<file path="src/sle_pkg.sv">
// Shared types and codes for the sequential list engine.
`timescale 1ns / 1ps

package sle_pkg;

	localparam int CMD_W    = 3;
	localparam int KEY_W    = 64;
	localparam int QTY_W    = 32;
	localparam int POS_W    = 4;
	localparam int STATUS_W = 3;
	localparam int LEN_W    = 5;

	typedef logic [CMD_W-1:0]    cmd_t;
	typedef logic [STATUS_W-1:0] status_t;

	// Command codes
	localparam cmd_t CMD_INS_FRONT = 3'd0;
	localparam cmd_t CMD_INS_BACK  = 3'd1;
	localparam cmd_t CMD_DEL_FRONT = 3'd2;
	localparam cmd_t CMD_DEL_BACK  = 3'd3;
	localparam cmd_t CMD_DEL_POS   = 3'd4;
	localparam cmd_t CMD_SEARCH    = 3'd5;

	// Status codes
	localparam status_t ST_OK     = 3'd0;
	localparam status_t ST_FULL   = 3'd1;
	localparam status_t ST_EMPTY  = 3'd2;
	localparam status_t ST_MISS   = 3'd3;
	localparam status_t ST_BADCMD = 3'd4;

	// One stored list entry
	typedef struct packed {
		logic [KEY_W-1:0]        key;
		logic signed [QTY_W-1:0] qty;
	} entry_t;

endpackage

</file>
<file path="src/sequential_list_engine.sv">
// Ordered key/quantity list with one-entry-per-cycle shifting and search.
//
// Usage:
//   Commands arrive on the input channel (in_valid / in_stall) with a command
//   code, a 64-bit key, a signed quantity and a position. Each command gives
//   exactly one result on the output channel (out_valid / out_stall): status,
//   found flag, found quantity and list length after the command.
//   Entries live in a single-port-write, single-port-read memory with a
//   registered read, so every move or compare visits one entry per cycle.
//   Insert back, delete back, any error and an insert into an empty list
//   need no walk. Insert front moves every entry up one place, last first,
//   then writes the new front entry. Delete at front or position p moves
//   the entries above p down one place; deleting the last entry needs no
//   move. Search compares from the front and stops at the first match.
//   One command is worked on at a time; in_stall stays high while it runs.
//   The next command is taken as the result transfers, or earlier when the
//   result register is already empty.
//   If the receiver stalls, the result holds in its register and in_stall
//   stays high until it transfers.
//   Reset empties the list and drops any pending result; entry contents are
//   not cleared since only entries below the length are ever read.
`timescale 1ns / 1ps

module sequential_list_engine
	import sle_pkg::*;
#(
	parameter int CAPACITY = 16
) (
	input  logic                    clk,
	input  logic                    arst_n,
	input  logic                    in_valid,
	output logic                    in_stall,
	input  logic [CMD_W-1:0]        command,
	input  logic [KEY_W-1:0]        item_key,
	input  logic signed [QTY_W-1:0] item_quantity,
	input  logic [POS_W-1:0]        position,
	output logic                    out_valid,
	input  logic                    out_stall,
	output logic [STATUS_W-1:0]     status,
	output logic                    found,
	output logic signed [QTY_W-1:0] found_quantity,
	output logic [LEN_W-1:0]        list_length
);

	localparam int AW   = (CAPACITY > 1) ? $clog2(CAPACITY) : 1;
	localparam int CW   = $clog2(CAPACITY + 1);
	localparam int CMPW = (CW > POS_W) ? CW : POS_W;

	typedef enum logic [2:0] {
		S_IDLE,
		S_SHIFT_UP,
		S_SHIFT_DN,
		S_DRAIN,
		S_PUT_FRONT,
		S_SEARCH
	} state_t;

	state_t                  state_q;
	logic [CW-1:0]           cnt_q;
	logic [AW-1:0]           idx_q;
	logic                    op_front_q;
	logic [KEY_W-1:0]        key_q;
	logic signed [QTY_W-1:0] qty_q;

	// Read pipeline
	entry_t                  mem [CAPACITY];
	entry_t                  rdata_q;
	logic                    pend_q;
	logic                    pend_wr_q;
	logic [AW-1:0]           pend_addr_q;

	// Result register
	logic                    out_valid_q;
	status_t                 status_q;
	logic                    found_q;
	logic signed [QTY_W-1:0] found_qty_q;
	logic [LEN_W-1:0]        length_q;

	logic                    in_fire;
	logic                    out_fire;
	logic                    full;
	logic                    empty;
	logic [AW-1:0]           last_idx;
	logic [CW-1:0]           cnt_inc;
	logic [CW-1:0]           cnt_dec;
	logic                    pos_bad;
	logic                    pos_last;
	logic                    key_hit;
	logic                    wr_en;
	logic [AW-1:0]           wr_addr;
	entry_t                  wr_data;

	assign in_stall = (state_q != S_IDLE) || (out_valid_q && out_stall);
	assign in_fire  = in_valid && !in_stall;
	assign out_fire = out_valid_q && !out_stall;

	assign full     = (cnt_q == CW'(CAPACITY));
	assign empty    = (cnt_q == '0);
	assign cnt_inc  = cnt_q + 1'b1;
	assign cnt_dec  = cnt_q - 1'b1;
	assign last_idx = AW'(cnt_dec);
	assign pos_bad  = (CMPW'(position) >= CMPW'(cnt_q));
	assign pos_last = (CMPW'(position) == CMPW'(cnt_dec));
	assign key_hit  = (rdata_q.key == key_q);

	// Single write port: moved entry, new front entry, or direct insert
	always_comb begin
		wr_en   = 1'b0;
		wr_addr = pend_addr_q;
		wr_data = rdata_q;
		if (pend_wr_q) begin
			wr_en = 1'b1;
		end else if (state_q == S_PUT_FRONT) begin
			wr_en   = 1'b1;
			wr_addr = '0;
			wr_data = '{key: key_q, qty: qty_q};
		end else if (in_fire && !full && ((command == CMD_INS_BACK) ||
				(command == CMD_INS_FRONT && empty))) begin
			wr_en   = 1'b1;
			wr_addr = AW'(cnt_q);
			wr_data = '{key: item_key, qty: item_quantity};
		end
	end

	// Entry memory, registered read at the walking index
	always_ff @(posedge clk) begin
		if (wr_en) begin
			mem[wr_addr] <= wr_data;
		end
		rdata_q <= mem[idx_q];
	end

	// Track what the registered read data stands for
	always_ff @(posedge clk or negedge arst_n) begin
		if (!arst_n) begin
			pend_q    <= 1'b0;
			pend_wr_q <= 1'b0;
		end else begin
			pend_q    <= (state_q == S_SEARCH);
			pend_wr_q <= (state_q == S_SHIFT_UP) || (state_q == S_SHIFT_DN);
		end
	end

	always_ff @(posedge clk) begin
		unique case (state_q)
			S_SHIFT_UP: pend_addr_q <= AW'(idx_q + 1'b1);
			S_SHIFT_DN: pend_addr_q <= AW'(idx_q - 1'b1);
			default:    pend_addr_q <= idx_q;
		endcase
	end

	// Sequencer, list length and result register
	always_ff @(posedge clk or negedge arst_n) begin
		if (!arst_n) begin
			state_q     <= S_IDLE;
			cnt_q       <= '0;
			idx_q       <= '0;
			op_front_q  <= 1'b0;
			key_q       <= '0;
			qty_q       <= '0;
			out_valid_q <= 1'b0;
			status_q    <= ST_OK;
			found_q     <= 1'b0;
			found_qty_q <= '0;
			length_q    <= '0;
		end else begin
			if (out_fire) begin
				out_valid_q <= 1'b0;
			end
			unique case (state_q)
				S_IDLE: begin
					if (in_fire) begin
						key_q       <= item_key;
						qty_q       <= item_quantity;
						found_q     <= 1'b0;
						found_qty_q <= '0;
						status_q    <= ST_OK;
						length_q    <= LEN_W'(cnt_q);
						out_valid_q <= 1'b1;
						unique case (command)
							CMD_INS_FRONT: begin
								if (full) begin
									status_q <= ST_FULL;
								end else if (empty) begin
									cnt_q    <= cnt_inc;
									length_q <= LEN_W'(cnt_inc);
								end else begin
									out_valid_q <= 1'b0;
									op_front_q  <= 1'b1;
									idx_q       <= last_idx;
									state_q     <= S_SHIFT_UP;
								end
							end
							CMD_INS_BACK: begin
								if (full) begin
									status_q <= ST_FULL;
								end else begin
									cnt_q    <= cnt_inc;
									length_q <= LEN_W'(cnt_inc);
								end
							end
							CMD_DEL_BACK: begin
								if (empty) begin
									status_q <= ST_EMPTY;
								end else begin
									cnt_q    <= cnt_dec;
									length_q <= LEN_W'(cnt_dec);
								end
							end
							CMD_DEL_FRONT, CMD_DEL_POS: begin
								if (empty) begin
									status_q <= ST_EMPTY;
								end else if (command == CMD_DEL_FRONT) begin
									if (cnt_q == CW'(1)) begin
										cnt_q    <= cnt_dec;
										length_q <= LEN_W'(cnt_dec);
									end else begin
										out_valid_q <= 1'b0;
										op_front_q  <= 1'b0;
										idx_q       <= AW'(1);
										state_q     <= S_SHIFT_DN;
									end
								end else if (pos_bad) begin
									status_q <= ST_MISS;
								end else if (pos_last) begin
									cnt_q    <= cnt_dec;
									length_q <= LEN_W'(cnt_dec);
								end else begin
									out_valid_q <= 1'b0;
									op_front_q  <= 1'b0;
									idx_q       <= AW'(AW'(position) + 1'b1);
									state_q     <= S_SHIFT_DN;
								end
							end
							CMD_SEARCH: begin
								if (empty) begin
									status_q <= ST_MISS;
								end else begin
									out_valid_q <= 1'b0;
									idx_q       <= '0;
									state_q     <= S_SEARCH;
								end
							end
							default: begin
								status_q <= ST_BADCMD;
							end
						endcase
					end
				end
				// Move entries up one place, last entry first
				S_SHIFT_UP: begin
					if (idx_q == '0) begin
						state_q <= S_DRAIN;
					end else begin
						idx_q <= idx_q - 1'b1;
					end
				end
				// Move entries down one place toward the front, walking toward the tail
				S_SHIFT_DN: begin
					if (idx_q == last_idx) begin
						state_q <= S_DRAIN;
					end else begin
						idx_q <= idx_q + 1'b1;
					end
				end
				// Last moved entry is written this cycle
				S_DRAIN: begin
					if (op_front_q) begin
						state_q <= S_PUT_FRONT;
					end else begin
						cnt_q       <= cnt_dec;
						length_q    <= LEN_W'(cnt_dec);
						out_valid_q <= 1'b1;
						state_q     <= S_IDLE;
					end
				end
				S_PUT_FRONT: begin
					cnt_q       <= cnt_inc;
					length_q    <= LEN_W'(cnt_inc);
					out_valid_q <= 1'b1;
					state_q     <= S_IDLE;
				end
				// Compare one entry per cycle, stop at the first hit
				S_SEARCH: begin
					if (idx_q != last_idx) begin
						idx_q <= idx_q + 1'b1;
					end
					if (pend_q && key_hit) begin
						found_q     <= 1'b1;
						found_qty_q <= rdata_q.qty;
						status_q    <= ST_OK;
						out_valid_q <= 1'b1;
						state_q     <= S_IDLE;
					end else if (pend_q && pend_addr_q == last_idx) begin
						status_q    <= ST_MISS;
						out_valid_q <= 1'b1;
						state_q     <= S_IDLE;
					end
				end
				default: begin
					state_q <= S_IDLE;
				end
			endcase
		end
	end

	assign out_valid      = out_valid_q;
	assign status         = status_q;
	assign found          = found_q;
	assign found_quantity = found_qty_q;
	assign list_length    = length_q;

	// Checks
	a_cnt_bound: assert property (@(posedge clk) disable iff (!arst_n)
		cnt_q <= CW'(CAPACITY))
		else $error("list length above capacity");

	a_no_wr_clash: assert property (@(posedge clk) disable iff (!arst_n)
		pend_wr_q |-> !in_fire && (state_q != S_PUT_FRONT))
		else $error("two writes to the entry memory in one cycle");

	a_found_ok: assert property (@(posedge clk) disable iff (!arst_n)
		out_valid_q && found_q |-> status_q == ST_OK)
		else $error("found result without ok status");

	a_put_room: assert property (@(posedge clk) disable iff (!arst_n)
		(state_q == S_PUT_FRONT) |-> !full)
		else $error("front insert into a full list");

	a_busy_no_result: assert property (@(posedge clk) disable iff (!arst_n)
		(state_q == S_SEARCH || state_q == S_SHIFT_UP || state_q == S_SHIFT_DN)
			|-> !out_valid_q)
		else $error("result pending while a command is running");

endmodule

</file>
<file path="config.mk">
export PLATFORM = sky130hd
export DESIGN_NAME = sequential_list_engine
export DESIGN_NICKNAME = d
export VERILOG_FILES = /design/src/sle_pkg.sv /design/src/sequential_list_engine.sv
export SDC_FILE = /design/constraint.sdc
export NUM_CORES = 2
export LEC_CHECK = 0
export BUFFER_PORTS_ARGS = -buffer_cell sky130_fd_sc_hd__buf_2
export CAP_MARGIN = 20
export CORE_MARGIN = 3
export CORE_UTILIZATION = 65
export CTS_BUF_LIST = sky130_fd_sc_hd__clkbuf_4 sky130_fd_sc_hd__clkbuf_8
export DETAILED_ROUTE_END_ITERATION = 10
export PLACE_DENSITY = 0.88
export SYNTH_ARGS = -nofsm -noshare
export SYNTH_HDL_FRONTEND = slang
export SYNTH_SLANG_ARGS = --single-unit
export TNS_END_PERCENT = 5
</file>
<file path="constraint.sdc">
create_clock -name clk -period 9.03 [get_ports clk]
set_input_delay 0.4515 -clock clk [delete_from_list [all_inputs] [get_ports clk]]
set_output_delay 0.4515 -clock clk [all_outputs]
set_load 0.02 [all_outputs]
</file>
==> metrics.cfg <==
[job]
cap_violations = 0

[logic_synthesis]
synth_cell_types = 79
synth_warnings = 0
syn_avg_cell_area_um2 = 20.07
synth_area_leaders = edfxtp_1 (67%), mux4_2 (16%), dfrtp_1 (5.3%)
synth-edff-count = 1536
yosys_register_bits = 1784
ys.flop_type = edfxtp_1
yosys.area.top_type = edfxtp_1
syn_area_mm2 = 0.06932
synth_common_cells = edfxtp_1 (1536), mux4_2 (480), nand2_1 (340)
yosysTopAreaCellShare_pct = 66.54
synth_nets = 3571
synthCells = 3453
async_flop_share_pct = 8.296
yosysMostFrequentCell = edfxtp_1
ys_seq_area_share_pct = 74.77

[floorplan]
io_pins = 150
placeableCoreArea_mm2 = 0.1056
start_util_pct = 65.66
die_h_um = 332.6
fp.dieW_um = 332.6
rows = 119
dieArea_mm2 = 0.1106

[clock_network]
cts.sinks = 1784
cts_setup_buffers = 0
htreeDepth = 5
cts_tree = yes
cts_hold_buf = 100
clock_path_buffers = 4
cts_made_buffers = 288
root_buffer = clkbuf_8
clk_latency_ns = 0.96
cts.clk_slew.worst_paths_ns = 0.07
cts_resized = 0

[sta]
setup_slack_ns = 2.349
skew_ns = 0.09839
final_max_slew_viol_count = 0
max_freq_mhz = 149.7
grt_setup_unrepaired = no
finalSetupTns_ns = 0
hold_viol = 0
post-route-period-util_pct = 73.99
finalSetupViolations = 0
max_slew.worst_pin.slew_ns = 1.294
holdWs_ns = 0.07125
slew_headroom_pct = 13.73
period_needed_ns = 6.681

[worst_setup_path]
cp.arrival_ns = 7.17
start_kind = register
path_class = reg2reg
r2r_slack_ns = 2.35
path_max_fanout = 51
slowest_delay_ns = 0.95
rr_worst_depth = 12
worst_ep_required_time_ns = 9.52
cp_common_cell = buf_4
crit_path_end_kind = register
cp_cell_sequence = inv_1 > ha_1 > nor3b_2 > nand2_1 > o2111ai_4 > buf_4 > a21o_2 > buf_4 > a32o_1 > nand2_1 > nor2_4 > buf_4
r2r-end = mem[9][85]
regToRegStartpoint = list_length[0]
slowest_stage = nor2_4

[power_and_ir_drop]
ir_drop_uv = 344.5
p_per_area_mw_per_mm2 = 372.0
total_power_mw = 29.27
power_leakage_nw = 26.54

[placement]
place.gp.congestion = 0.8769
dpl.cell_count = 4849
dpl.hpwl_um = 95720
dp_slack_ns = 2.795
postPlaceCellArea_mm2 = 0.07171
numPortBuffers = 149

[routing]
wl_per_cell_um = 37.61
routed_wl_um = 206400
ant_nets = 0
drc = 0
first_pass_iters = 8
viasPerCell = 7.392
first_iter_violations = 8113
vias = 40570

[cells_and_area]
stdcell_area_mm2 = 0.07868
post-route-util_pct = 74.53
nets = 3997
drive_above_1_share_pct = 30.25
final_cells = 5488
areaGrowthSynthToFinish_pct = 13.51
n_fill_cell = 4921

[grt]
overflow = 0
grt_pass1_vias = 41840
antenna_found_initial = 7
grt_pass1_wl_um = 292900
grt_max_degree = 157
track_usage_pct = 37.31

[status]
status = finished clean

[min_path]
min_path_type = in2async

==> logic make-up (layout without fill, tap and decap cells) <==
group           Yosys count  in the layout  synth area share (%)
compound gates          299            299                 3.314
xor+xnor                 71             71                0.9170
fa+ha+maj                12             12                0.2130
buf+inv                 262            901                 1.522
flops                  1784           1784                 74.77
mux                     517            517                 16.16
other cells               0              5                     0
simple gates            508            508                 3.107
==> routing by layer <==
metal	track usage [%]	vias up	part of all wire, %
met5	0	-	0.0082
met4	24.40	2	7.8
met2	57.58	4691	48
met1	46.64	19880	29
li1	-	14880	-
met3	11.41	1121	15
==> final cells by class <==
type / instances / area, µm² / share of cell area (%)
Antenna cell: 5 / 12.51 / 0.01590
Clock buffer: 430 / 5186 / 6.592
Clock inverter: 73 / 483.0 / 0.6138
Inverter: 65 / 244.0 / 0.3101
Multi-Input combinational cell: 1407 / 16610 / 21.11
Sequential cell: 1784 / 51850 / 65.90
Tap cell: 1391 / 1740 / 2.212
Timing Repair Buffer: 333 / 2551 / 3.243
==> sequential cells by signal, summed over array words and instances (netlist names), 4 cells and up <==
signal and flops:
mem 1536, rdata_q 96, key_q 64, found_quantity 32, qty_q 32, list_length 5, idx_q 4, pend_addr_q 4
==> where the power goes <==
part	total (mW)	leakage, nW	internal (mW)	switching (mW)
clock network	7.09	3.03	3.79	3.30
logic	9.16	6.92	3.53	5.63
registers	13.0	16.6	12.0	1.06
==> layout by cell type (no fill, tap or decap), types with 6 or more instances in the layout <==
cell type,n
edfxtp_1,1536
mux4_2,480
nand2_1,339
clkbuf_8,314
o22a_1,148
buf_2,148
dfrtp_1,143
clkbuf_4,117
dlygate4sd3_1,100
dfxtp_1,100
buf_4,72
nor2_1,69
inv_1,65
xnor2_1,57
a21oi_1,56
mux2i_1,32
o21ai_0,30
clkinv_1,30
clkinv_2,26
nor2_4,17
xor2_1,13
nand4_1,11
nand3_1,11
ha_1,11
nand2b_1,10
buf_12,10
nor3_1,8
nor4_1,7
clkinvlp_4,7
a22o_1,6
==> critical path: cells and delay by family, from the launching register on <==
| kind | cells | cell delay (ns) |
|---|---|---|
| AOI/OAI and AO/OA | 3 | 0.67 |
| adders and majority gates | 1 | 0.20 |
| buffers and inverters | 4 | 2.55 |
| DFF | 1 | 0.62 |
| and+or+nand+nor | 4 | 2.03 |
==> how the worst max path moves through the flow <==
stage / start / endpoint / slack (ns)
after global routing: list_length[0] / mem[9][85] / 2.40
after detailed placement: list_length[0] / mem[9][76] / 2.79
after global placement: list_length[0] / mem[9][81] / 3.03
final: list_length[0] / mem[9][85] / 2.35
after CTS: list_length[0] / mem[9][85] / 2.68
after floorplan: list_length[0] / mem[0][0] / 2.16
Power figures use the tool's default switching activity.
